## src/rtl/dmv_pkg.sv

```systemverilog
package dmv_pkg;

    // Command codes carried in the action field.
    localparam logic [3:0] ACT_WELEM    = 4'd0;
    localparam logic [3:0] ACT_WVEC     = 4'd1;
    localparam logic [3:0] ACT_RELEM    = 4'd2;
    localparam logic [3:0] ACT_AX       = 4'd3;
    localparam logic [3:0] ACT_ATX      = 4'd4;
    localparam logic [3:0] ACT_ROWSUM   = 4'd5;
    localparam logic [3:0] ACT_ROWSUMSQ = 4'd6;
    localparam logic [3:0] ACT_COLSUM   = 4'd7;
    localparam logic [3:0] ACT_COLSUMSQ = 4'd8;
    localparam logic [3:0] ACT_ROWSCALE = 4'd9;
    localparam logic [3:0] ACT_COLSCALE = 4'd10;
    localparam logic [3:0] ACT_CLEAR    = 4'd11;

    // Configuration register indexes.
    localparam logic CFG_ROWS = 1'b0;
    localparam logic CFG_COLS = 1'b1;

    // Fixed field widths.
    localparam int IDX_W = 5;
    localparam int VAL_W = 16;
    localparam int RES_W = 40;
    localparam int CNT_W = 7;

    // Class of a command after decode.
    typedef enum logic [2:0] {
        K_WELEM, K_WVEC, K_RELEM, K_ROW, K_COL, K_SCALE, K_CLEAR, K_ERR
    } t_kind;

    // Second factor of each product in a reduction.
    typedef enum logic [1:0] {
        SRC_VEC, SRC_ONE, SRC_SELF
    } t_src;

    typedef struct packed {
        t_kind                    kind;
        t_src                     src;
        logic                     by_row;
        logic [IDX_W-1:0]         row;
        logic [IDX_W-1:0]         col;
        logic [IDX_W-1:0]         vi;
        logic [IDX_W-1:0]         res_idx;
        logic signed [VAL_W-1:0]  value;
    } t_cmd;

    typedef struct packed {
        logic signed [RES_W-1:0]  value;
        logic [IDX_W-1:0]         index;
        logic                     last;
        logic                     error;
    } t_res;

endpackage

```

## src/rtl/dmv_front.sv

```systemverilog
module dmv_front
    import dmv_pkg::*;
(
    input  logic             i_clk,
    input  logic             i_rst_n,
    input  logic             i_in_valid,
    output logic             o_in_ready,
    input  logic [3:0]       i_action,
    input  logic [IDX_W-1:0] i_row,
    input  logic [IDX_W-1:0] i_col,
    input  logic [IDX_W-1:0] i_vi,
    input  logic [VAL_W-1:0] i_value,
    input  logic [CNT_W-1:0] i_nr,
    input  logic [CNT_W-1:0] i_nc,
    input  logic             i_hold,
    output logic             o_cmd_valid,
    input  logic             i_cmd_ready,
    output t_cmd             o_cmd
);

    t_cmd             w_cmd;
    logic [CNT_W-1:0] w_nmax;
    t_cmd             r_q [2];
    logic             r_wp;
    logic             r_rp;
    logic [1:0]       r_cnt;
    logic             w_push;
    logic             w_pop;

    assign w_nmax = (i_nr > i_nc) ? i_nr : i_nc;

    // Decode the action and check indexes against the sizes in use.
    always_comb begin
        w_cmd         = '0;
        w_cmd.row     = i_row;
        w_cmd.col     = i_col;
        w_cmd.vi      = i_vi;
        w_cmd.value   = i_value;
        w_cmd.res_idx = '0;
        w_cmd.src     = SRC_ONE;
        w_cmd.by_row  = 1'b0;
        w_cmd.kind    = K_ERR;
        unique case (i_action) inside
            ACT_WELEM, ACT_RELEM: begin
                w_cmd.res_idx = i_row;
                if (CNT_W'(i_row) >= i_nr || CNT_W'(i_col) >= i_nc) begin
                    w_cmd.kind = K_ERR;
                end else begin
                    w_cmd.kind = (i_action == ACT_WELEM) ? K_WELEM : K_RELEM;
                end
            end
            ACT_WVEC: begin
                w_cmd.res_idx = i_vi;
                w_cmd.kind    = (CNT_W'(i_vi) >= w_nmax) ? K_ERR : K_WVEC;
            end
            ACT_AX, ACT_ROWSUM, ACT_ROWSUMSQ: begin
                w_cmd.kind = K_ROW;
                w_cmd.src  = (i_action == ACT_AX) ? SRC_VEC :
                             (i_action == ACT_ROWSUM) ? SRC_ONE : SRC_SELF;
            end
            ACT_ATX, ACT_COLSUM, ACT_COLSUMSQ: begin
                w_cmd.kind = K_COL;
                w_cmd.src  = (i_action == ACT_ATX) ? SRC_VEC :
                             (i_action == ACT_COLSUM) ? SRC_ONE : SRC_SELF;
            end
            ACT_ROWSCALE, ACT_COLSCALE: begin
                w_cmd.kind   = K_SCALE;
                w_cmd.by_row = (i_action == ACT_ROWSCALE);
            end
            ACT_CLEAR: begin
                w_cmd.kind = K_CLEAR;
            end
            default: begin
                w_cmd.kind = K_ERR;
            end
        endcase
    end

    // Two-entry command queue toward the execution unit.
    assign o_in_ready  = (r_cnt != 2'd2) && !i_hold;
    assign w_push      = i_in_valid && o_in_ready;
    assign o_cmd_valid = (r_cnt != 2'd0);
    assign w_pop       = o_cmd_valid && i_cmd_ready;
    assign o_cmd       = r_q[r_rp];

    always_ff @(posedge i_clk) begin
        if (w_push) begin
            r_q[r_wp] <= w_cmd;
        end
    end

    always_ff @(posedge i_clk) begin
        if (!i_rst_n) begin
            r_wp  <= 1'b0;
            r_rp  <= 1'b0;
            r_cnt <= 2'd0;
        end else begin
            if (w_push) begin
                r_wp <= ~r_wp;
            end
            if (w_pop) begin
                r_rp <= ~r_rp;
            end
            r_cnt <= r_cnt + 2'(w_push) - 2'(w_pop);
        end
    end

endmodule

```

## config.mk

```make
export PLATFORM = sky130hd
export DESIGN_NAME = dmv_front
export DESIGN_NICKNAME = d
export VERILOG_FILES = /design/src/rtl/dmv_pkg.sv /design/src/rtl/dmv_front.sv
export SDC_FILE = /design/constraint.sdc
export NUM_CORES = 1
export LEC_CHECK = 0
export ABC_AREA = 0
export ABC_CLOCK_PERIOD_IN_PS = 3550
export BUFFER_PORTS_ARGS = -buffer_cell sky130_fd_sc_hd__clkbuf_2
export CAP_MARGIN = 30
export CORE_MARGIN = 2
export CORE_UTILIZATION = 42
export DETAILED_ROUTE_END_ITERATION = 12
export PLACE_DENSITY = 0.67
export SETUP_SLACK_MARGIN = 0.02
export SYNTH_ARGS = -nofsm -noshare
export SYNTH_HDL_FRONTEND = slang
export SYNTH_SLANG_ARGS = --single-unit
```

## constraint.sdc

```tcl
create_clock -name i_clk -period 3.55 [get_ports i_clk]
set_clock_uncertainty 0.1 [all_clocks]
set_input_delay 0.5325 -clock i_clk [delete_from_list [all_inputs] [get_ports i_clk]]
set_output_delay 0.5325 -clock i_clk [all_outputs]
set_load 0.02 [all_outputs]
```

Word-level counts from Yosys, hierarchy flattened
Memory sizes are Yosys's and may differ from the RTL's. A register that Yosys moved wholly into a read port is not among the register bits.
Index checks and enable logic that the tools add are counted.

storage, ports and cells
  bits in registers = 4
  bits in latches = 0
  memory bits (writable) = 84
  ROM bits = 0
  input bits = 54
  word-level logic and storage cells = 51
  memories kept = 1

cells by class
  $add $sub $neg = 2
  multipliers = 0
  div/mod/pow operators = 0
  magnitude comparators = 4
  equal/unequal tests = 12
  shift-type cells = 0
  muxes and demuxes = 16
  bitwise gates (word level) = 2
  reduce and logical (&&, ||, !) cells = 11

memory list
  name  depth  bits a word  rd ports  clocked after Yosys merged registers in  write ports  line             RTL
  r_q   2      42           1         1                                        1            dmv_front.sv:23  t_cmd r_q [2];

operator list
  cell                                                             number
  5-bit by 7-bit greater-or-equal comparator with 1-bit output     3
  3-bit one-hot mux with 6 select lines                            1
  4-bit by 3-bit == test with 1-bit output, second input constant  4
  4-bit == test, second input constant                             4
  2-bit two-way mux                                                5
  5-bit one-hot mux with 2 select lines                            1
  4-bit by 2-bit == test with 1-bit output, second input constant  2
  7-bit greater-than comparator                                    1
  7-bit two-way mux                                                1
  3-bit two-way mux                                                2
  3-bit OR reduction                                               2
  1-bit two-way mux                                                5
  4-bit by 1-bit == test with 1-bit output, second input constant  1
  4-bit zero test                                                  1
  2-bit one-hot mux with 2 select lines                            1
  2-bit OR reduction                                               2
  1-bit logical AND                                                3
  2-bit by 1-bit adder with 2-bit output                           1
  2-bit inequality test, second input constant                     1
  1-bit NOT                                                        2
  2-bit nonzero test                                               1
  2-bit by 1-bit subtractor with 2-bit output                      1
  1-bit zero test                                                  1
  1-bit logical OR                                                 1

Logic depth before layout (Yosys ltp)
Gate-level depths: netlist (run 1).

  depth in word-level cells = 5
  mapped depth = 15
  depth with buffers taken out = 15

Worst setup path after synthesis (run 1)
Ideal clock, no wire load.

  path type = input -> register
  start point = input i_hold
  end point = memory r_q[0][0] in the netlist's numbering (enable)
  library setup time = 443 ps
  arrival = 2920 ps
  setup slack = 87 ps
  stages = 3
  path buffers = 0
  cells stage by stage = a21oi_1 > nand2_1 > nor2_1

on the way
  word-level cells in the longest chain between the ends = 5

ends and longest elaborated chain
  what                                     line             RTL
  start: declaration                       dmv_front.sv:15  input logic i_hold,
  1-bit zero test                          dmv_front.sv:80  assign o_in_ready = (r_cnt != 2'd2) && !i_hold;
  1-bit logical AND                        dmv_front.sv:80
  1-bit logical AND                        dmv_front.sv:81  assign w_push = i_in_valid && o_in_ready;
  1-bit two-way mux                        dmv_front.sv:87  if (w_push) begin
  1-bit two-way mux (not written as such)  dmv_front.sv:88  r_q[r_wp] <= w_cmd;
  end: declaration                         dmv_front.sv:23

No other way between the ends.

==> impl_metrics.env, run 1 <==
export IMPL_io_buffers=97
export IMPL_clock_path_buffers=2
export IMPL_peakVddDrop_v=0.000247
export IMPL_netlist_instances=279
export IMPL_area_growth_pct=22.2
export IMPL_p_total_mw=2.90
export IMPL_synthTopCellsByCount="edfxtp_1 (84), mux2_2 (42), ha_1 (24)"
export IMPL_io_pins=98
export IMPL_setup_viol=0
export IMPL_cp_data_required_time_ns=3.54
export IMPL_placedCellCount=504
export IMPL_wl_met1_um=3550
export IMPL_drt_iter0_drc=102
export IMPL_die_area_um2=10500
export IMPL_dr_pass1_iters=4
export IMPL_cts_tree="built"
export IMPL_cp_start_kind="input port"
export IMPL_vias_per_cell=4.87
export IMPL_core_area_um2=9330
export IMPL_post_cts_buffers=0
export IMPL_outcome="complete, no violations"
export IMPL_powerDensity_nw_per_um2=581
export IMPL_cts_max_level=3
export IMPL_root_buffer="clkbuf_8"
export IMPL_p_leak_nw=2.01
export IMPL_wl_met2_um=3820
export IMPL_cts_resized=0
export IMPL_antennaDiodeCount=0
export IMPL_place_gp_congestion=0.845
export IMPL_hold_path_class="in2reg"
export IMPL_drc_errors=0
export IMPL_rsz0062_at_grt="no"
export IMPL_ys_seq_area_frac=0.643
export IMPL_topRoutingLayerUsed="met4"
export IMPL_finalHoldViolations=0
export IMPL_grt_usage=0.154
export IMPL_initial_core_util=0.437
export IMPL_grt_pass1_vias=2537
export IMPL_max_freq_mhz=322
export IMPL_rows=35
export IMPL_hpwl_um=5920
export IMPL_antenna_found_initial=0
export IMPL_synth_edf_count=84
export IMPL_ant_nets=0
export IMPL_gr_total_overflow=0
export IMPL_die_w_um=103
export IMPL_syn_area_per_cell_um2=14.6
export IMPL_drv_slew=0
export IMPL_clk_latency_ns=0.34
export IMPL_drt_total_wl_um=7960
export IMPL_async_reset_ff_frac=0
export IMPL_whs_ns=0.275
export IMPL_yosysWarnings=0
export IMPL_switching_share=0.291
export IMPL_nets=464
export IMPL_clk_pin_slew_worst_paths_ns=0.08
export IMPL_vias=2532
export IMPL_ys_seq_elements=89
export IMPL_synthTopCellsByArea="edfxtp_1 (62%), mux2_2 (12%), ha_1 (7.4%), dfxtp_1 (2.5%), a21oi_1 (2.0%)"
export IMPL_wl_per_cell_um=15.3
export IMPL_wl_met3_um=493
export IMPL_clock_sinks=89
export IMPL_worstPathMaxFanout=5
export IMPL_synth_cell_types=41
export IMPL_cts_hold_buf=0
export IMPL_layout_drive_gt1_share=0.432
export IMPL_critPathCaptureType="flop"
export IMPL_numCtsBuffers=9
export IMPL_yosysTopAreaCell="edfxtp_1"
export IMPL_die_h_um=103
export IMPL_utilization=0.534
export IMPL_grt_max_degree=31
export IMPL_path_class="in2reg"
export IMPL_max_slew_worst_pin_slew_ns=0.508
export IMPL_period_needed_ns=3.10
export IMPL_maxCapViolCount=0
export IMPL_clkPwrFrac=0.282
export IMPL_post_layout_nonfiller_instances=520
export IMPL_syn_area_um2=4080
export IMPL_fin_setup_tns_ns=0
export IMPL_synthesis_nets=357
export IMPL_period_share=0.875
export IMPL_slew_headroom=0.658
export IMPL_p_comb_frac=0.274
export IMPL_netlist_area_leader_share=0.619
export IMPL_p_sw_mw=0.842
export IMPL_p_seq_frac=0.444
export IMPL_synth_most_common_cell="edfxtp_1"
export IMPL_nFillCells=791
export IMPL_cp_arrival_ns=3.09
export IMPL_synthFlopType="edfxtp_1"
export IMPL_p_int_mw=2.05
export IMPL_grt_pass1_wl_um=12000
==> area by class of cell <==
class,instances,area [um2],share of cell area
clock buffers,11,131,0.0264
clock inverters,5,106,0.0214
inverters,18,67.6,0.0136
multi-input cells,164,1350,0.272
flip-flops and latches,89,2620,0.527
well taps,129,161,0.0324
repair buffers,104,538,0.108
==> cell families after synthesis <==
kind of cell | count (synthesis) | share of synthesized area
flops | 89 | 0.643
simple gates | 55 | 0.0700
mux | 43 | 0.118
compound gates | 38 | 0.0589
buf+inv | 26 | 0.0273
fa+ha+maj | 24 | 0.0736
xor+xnor | 4 | 0.00859
==> power by group through the flow <==
| stage | Clock [mW] | Sequential [mW] | Combinational, mW |
|---|---|---|---|
| after CTS | 0.839 | 1.29 | 0.808 |
| after global routing | 0.872 | 1.30 | 0.868 |
| after floorplan | 0 | 1.29 | 0.571 |
| final | 0.816 | 1.29 | 0.794 |
| after detailed placement | 0 | 1.31 | 0.804 |
| after global placement | 0 | 1.31 | 0.799 |
==> through the flow <==
step	setup WS (ns)	area [um2]
after floorplan	0.0866	4080
after global placement	0.184	4740
after detailed placement	0.0796	4740
after CTS	0.464	4980
after global routing	0.230	4980
final	0.445	4980
==> sequential cells by signal, summed over array words and instances, names as in the netlist, named ones only <==
signal	flops
r_q	84
r_cnt	2
r_rp	1
r_wp	1
==> placed cells by master, fill, tap and decap left out, types with 4 or more instances in the layout <==
cell type and count:
clkbuf_2 97, edfxtp_1 84, mux2_2 42, ha_1 24, inv_1 18, nor2_1 18
a21oi_1 16, clkbuf_8 9, o21ai_0 8, nor2b_1 8, buf_4 7, nand2_1 6
nand3_1 5, and2_1 4, nand2b_1 4, dfxtp_1 4
==> worst paths after layout <==
kind | start | endpoint | slack (ns) | cells past startpoint
worst max-delay path | i_nr[6] | r_q[0][41] | 0.45 | 15
worst max register to register | r_cnt[0] | r_q[0][28] | 1.50 | 5
worst min register to register | r_rp | flop | 0.46 | 2
worst min-delay path | i_value[2] | r_q[1][2] | 0.27 | 1
==> routing by layer <==
layer | track usage | vias to the layer above
li1 | - | 1258
met1 | 0.194 | 1190
met2 | 0.258 | 78
met3 | 0.0386 | 6
met4 | 0.0564 | 0
met5 | 0 | -
==> critical path, stage by stage <==
cell and delay [ns]:
clkbuf_2 0.10, ha_1 0.35, a21oi_1 0.16, nand3_1 0.08, a31oi_1 0.18, o21bai_2 0.19
nand2_1 0.08, o21ai_0 0.07, ha_1 0.24, nand2b_1 0.13, a211oi_1 0.26, o21bai_1 0.11
a21oi_1 0.17, nor4_2 0.06, a2111o_1 0.37
Power figures use the tool's default switching activity.
==> inputs of run 2 (changes only) <==
CORE_ASPECT_RATIO = 0.75   (was unset)
==> run 2 against run 1 <==
Effect of this change:
- setup slack lost 0.14 ns
- wire length increased by 1.5%
- critical path type unchanged
- critical endpoint unchanged
- combinational power about the same
- highest routed layer unchanged
==> impl_metrics.env, run 2 (synthesis gave the netlist of run 1 again) <==
export IMPL_post_layout_nonfiller_instances=521
export IMPL_drv_slew=0
export IMPL_antennaDiodeCount=0
export IMPL_period_needed_ns=3.24
export IMPL_clock_path_buffers=2
export IMPL_drt_iter0_drc=110
export IMPL_placedCellCount=505
export IMPL_drt_total_wl_um=8080
export IMPL_drc_errors=0
export IMPL_peakVddDrop_v=0.000295
export IMPL_nFillCells=836
export IMPL_layout_drive_gt1_share=0.432
export IMPL_vias=2580
export IMPL_die_area_um2=10500
export IMPL_max_stage_delay_ns=0.36
export IMPL_layout_common_cells="clkbuf_2 (97), edfxtp_1 (84), mux2_2 (42), ha_1 (24)"
export IMPL_largest_reg_flops=84
export IMPL_cts_hold_buf=0
export IMPL_p_leak_nw=2.04
export IMPL_finalHoldViolations=0
export IMPL_grt_pass1_vias=2568
export IMPL_largest_register="r_q"
export IMPL_cp_top_family="compound AO/OA/AOI/OAI gates"
export IMPL_core_area_um2=9540
export IMPL_path_buf_inv=1
export IMPL_die_w_um=118
export IMPL_clk_pin_slew_worst_paths_ns=0.06
export IMPL_wl_met1_um=3680
export IMPL_period_share=0.913
export IMPL_nets=462
export IMPL_reg_top3="r_q: 84 flops, r_cnt: 2 flops"
export IMPL_max_slew_worst_pin_slew_ns=0.440
export IMPL_ant_nets=0
export IMPL_rows=31
export IMPL_io_buffers=97
export IMPL_wl_per_cell_um=15.5
export IMPL_io_pins=98
export IMPL_grt_pass1_wl_um=13000
export IMPL_outcome="complete, no violations"
export IMPL_fin_setup_tns_ns=0
export IMPL_cts_resized=0
export IMPL_powerDensity_nw_per_um2=615
export IMPL_post_cts_buffers=0
export IMPL_crit_chain="clkbuf_2 -> ha_1 -> a21oi_1 -> nand3_1 -> a31oi_1 -> o21bai_2 -> nand2_1 -> o21ai_0 -> ha_1 -> nand2b_1 -> a211oi_1 -> o21bai_1 -> a21oi_1 -> nor4_2 -> a2111o_1"
export IMPL_wl_met3_um=663
export IMPL_whs_ns=0.281
export IMPL_cp_data_required_time_ns=3.53
export IMPL_clk_latency_ns=0.34
export IMPL_path_class="in2reg"
export IMPL_critPathCaptureType="flop"
export IMPL_dr_pass1_iters=4
export IMPL_cts_max_level=3
export IMPL_rrSetupSlack_ns=1.59
export IMPL_vias_per_cell=4.95
export IMPL_slew_headroom=0.703
export IMPL_cts_tree="built"
export IMPL_numCtsBuffers=9
export IMPL_seqCellArea_um2=2620
export IMPL_max_freq_mhz=308
export IMPL_critPathSlowestCell="ha_1"
export IMPL_initial_core_util=0.427
export IMPL_place_gp_congestion=0.893
export IMPL_grt_usage=0.164
export IMPL_cp_arrival_ns=3.22
export IMPL_antenna_found_initial=0
export IMPL_topRoutingLayerUsed="met4"
export IMPL_cp_start_kind="input port"
export IMPL_clock_sinks=89
export IMPL_die_h_um=89.3
export IMPL_worstPathMaxFanout=10
export IMPL_final_common_cell="clkbuf_2"
export IMPL_p_total_mw=3.11
export IMPL_rsz0062_at_grt="no"
export IMPL_grt_max_degree=31
export IMPL_maxCapViolCount=0
export IMPL_area_growth_pct=24.1
export IMPL_root_buffer="clkbuf_16"
export IMPL_hpwl_um=5820
export IMPL_hold_path_class="in2reg"
export IMPL_gr_total_overflow=0
export IMPL_setup_viol=0
export IMPL_multi_input_comb_area_um2=1350
export IMPL_wl_met2_um=3590
run 2: routing by layer:
layer / GRT usage / vias up
met2: 0.254 / 105
met1: 0.218 / 1211
li1: - / 1250
met3: 0.0555 / 14
met4: 0.0635 / 0
met5: 0 / -
run 2: worst paths after layout:
| kind | cells past startpoint | endpoint | start |
|---|---|---|---|
| hold reg to reg | 2 | r_rp | r_rp |
| setup reg to reg | 4 | r_q[1][12] | r_cnt[0] |
| setup / recovery | 15 | r_q[0][41] | i_nr[6] |
| hold / removal | 1 | r_q[0][11] | i_value[11] |
run 2: cell type report:
cell class,instances,area share
Sequential cell,89,0.519
Clock buffer,10,0.0453
Timing Repair Buffer,102,0.103
Tap cell,132,0.0326
Inverter,18,0.0134
Clock inverter,6,0.0193
Multi-Input combinational cell,164,0.267
run 2: metrics by stage:
stage / setup WS [ns] / instance area (um2) / utilization
2_1_floorplan: 0.0866 / 4080 / -
3_3_place_gp: 0.114 / 4730 / 0.496
3_5_place_dp: -0.0106 / 4730 / 0.496
4_1_cts: 0.366 / 5060 / 0.530
5_1_grt: 0.0951 / 5060 / 0.530
6_report: 0.307 / 5060 / 0.530
run 2: power by group:
group	switching (mW)	internal (mW)
sequential	0.0437	1.24
combinational	0.460	0.336
clock	0.399	0.628
total	0.902	2.21
==> inputs of run 3 (changes only) <==
CORE_UTILIZATION = 53   (was 42)
PLACE_DENSITY = 0.81   (was 0.67)
==> run 3 against run 2 <==
Effect of this change:
- core utilization grew 13 points
- via count is 0.70% higher
- clock power decreased by 37%
- flip-flop and latch count did not move
- global-route usage grew 3.0 points
- total power is 12% lower
==> impl_metrics.env, run 3 (synthesis gave the netlist of run 1 again) <==
export IMPL_grt_pass1_wl_um=12300
export IMPL_cts_max_level=3
export IMPL_cts_resized=0
export IMPL_path_class="in2reg"
export IMPL_drv_slew=0
export IMPL_drt_iter0_drc=87
export IMPL_rsz0062_at_grt="no"
export IMPL_setup_viol=0
export IMPL_dr_pass1_iters=4
export IMPL_antenna_found_initial=0
export IMPL_period_needed_ns=3.18
export IMPL_cp_data_required_time_ns=3.56
export IMPL_clk_latency_ns=0.36
export IMPL_fin_setup_tns_ns=0
export IMPL_io_buffers=97
export IMPL_max_freq_mhz=315
export IMPL_drt_total_wl_um=7880
export IMPL_die_w_um=105
export IMPL_cp_arrival_ns=3.19
export IMPL_root_buffer="clkbuf_8"
export IMPL_io_pins=98
export IMPL_period_share=0.895
export IMPL_die_h_um=80.0
export IMPL_cts_tree="built"
export IMPL_final_common_cell="clkbuf_2"
export IMPL_cp_start_kind="input port"
export IMPL_grt_pass1_vias=2565
export IMPL_wl_per_cell_um=16.1
export IMPL_hold_path_class="in2reg"
export IMPL_largest_reg_flops=84
export IMPL_max_slew_worst_pin_slew_ns=0.670
export IMPL_p_total_mw=2.73
export IMPL_p_leak_nw=1.98
export IMPL_maxCapViolCount=0
export IMPL_die_area_um2=8420
export IMPL_post_cts_buffers=0
export IMPL_critPathCaptureType="flop"
export IMPL_critPathSlowestCell="a2111o_1"
export IMPL_grt_max_degree=28
export IMPL_peakVddDrop_v=0.000337
export IMPL_rows=27
export IMPL_initial_core_util=0.551
export IMPL_grt_usage=0.195
export IMPL_max_stage_delay_ns=0.36
export IMPL_slew_headroom=0.553
export IMPL_largest_register="r_q"
export IMPL_hpwl_um=5750
export IMPL_core_area_um2=7400
export IMPL_utilization=0.662
export IMPL_area_growth_pct=20.1
export IMPL_gr_total_overflow=0
export IMPL_layout_common_cells="clkbuf_2 (97), edfxtp_1 (84), mux2_2 (42), ha_1 (24)"
export IMPL_antennaDiodeCount=0
export IMPL_clock_sinks=89
export IMPL_nets=463
export IMPL_reg_top3="r_q: 84 flops, r_cnt: 2 flops"
export IMPL_clock_path_buffers=2
export IMPL_powerDensity_nw_per_um2=558
export IMPL_vias=2598
export IMPL_cts_hold_buf=0
export IMPL_cp_top_family="compound AO/OA/AOI/OAI gates"
export IMPL_vias_per_cell=5.29
export IMPL_clk_pin_slew_worst_paths_ns=0.10
export IMPL_layout_drive_gt1_share=0.436
export IMPL_ant_nets=0
export IMPL_place_gp_congestion=0.828
export IMPL_outcome="complete, no violations"
export IMPL_drc_errors=0
export IMPL_numCtsBuffers=9
export IMPL_crit_chain="clkbuf_2 -> ha_1 -> a21oi_1 -> nand3_1 -> a31oi_1 -> o21bai_2 -> nand2_1 -> o21ai_0 -> ha_1 -> nand2b_1 -> a211oi_1 -> o21bai_1 -> a21oi_1 -> nor4_2 -> a2111o_1"
export IMPL_finalHoldViolations=0
export IMPL_placedCellCount=475
export IMPL_post_layout_nonfiller_instances=491
export IMPL_path_buf_inv=1
export IMPL_worstPathMaxFanout=7
## run 3: layout make-up
class	count	area, um2
Clock buffer	9	124
Clock inverter	7	60.1
Fill cell	567	2500
Inverter	18	67.6
Multi-Input combinational cell	164	1350
Sequential cell	89	2620
Tap cell	101	126
Timing Repair Buffer	103	543
## run 3: final timing paths
| kind | from | cells after the start | to | slack (ns) |
|---|---|---|---|---|
| worst min-delay path | i_value[8] | 1 | r_q[1][8] | 0.25 |
| worst max-delay path | i_nr[6] | 15 | r_q[1][41] | 0.37 |
| worst min register to register | r_rp | 2 | flop | 0.45 |
| worst max register to register | r_cnt[0] | 5 | r_q[0][32] | 1.59 |
## run 3: per-layer routing
metal  share of wire  GRT usage
met5               0          0
met4          0.0051     0.0520
met3           0.070     0.0678
met2            0.49      0.334
met1            0.43      0.237
## run 3: power breakdown
group | switching, mW | total (mW) | internal (mW)
Combinational | 0.440 | 0.781 | 0.341
Sequential | 0.0638 | 1.31 | 1.24
Clock | 0.377 | 0.644 | 0.267
## run 3: per-stage QoR
| stage | hold WS (ns) | worst slack [ns] | cell area [um2] |
|---|---|---|---|
| final | 0.253 | 0.373 | 4900 |
| after global routing | 0.230 | 0.124 | 4900 |
| after CTS | 0.238 | 0.388 | 4900 |
| after detailed placement | 0.436 | -0.00137 | 4710 |
| after global placement | 0.418 | 0.145 | 4710 |
| after floorplan | 0.404 | 0.0866 | 4080 |
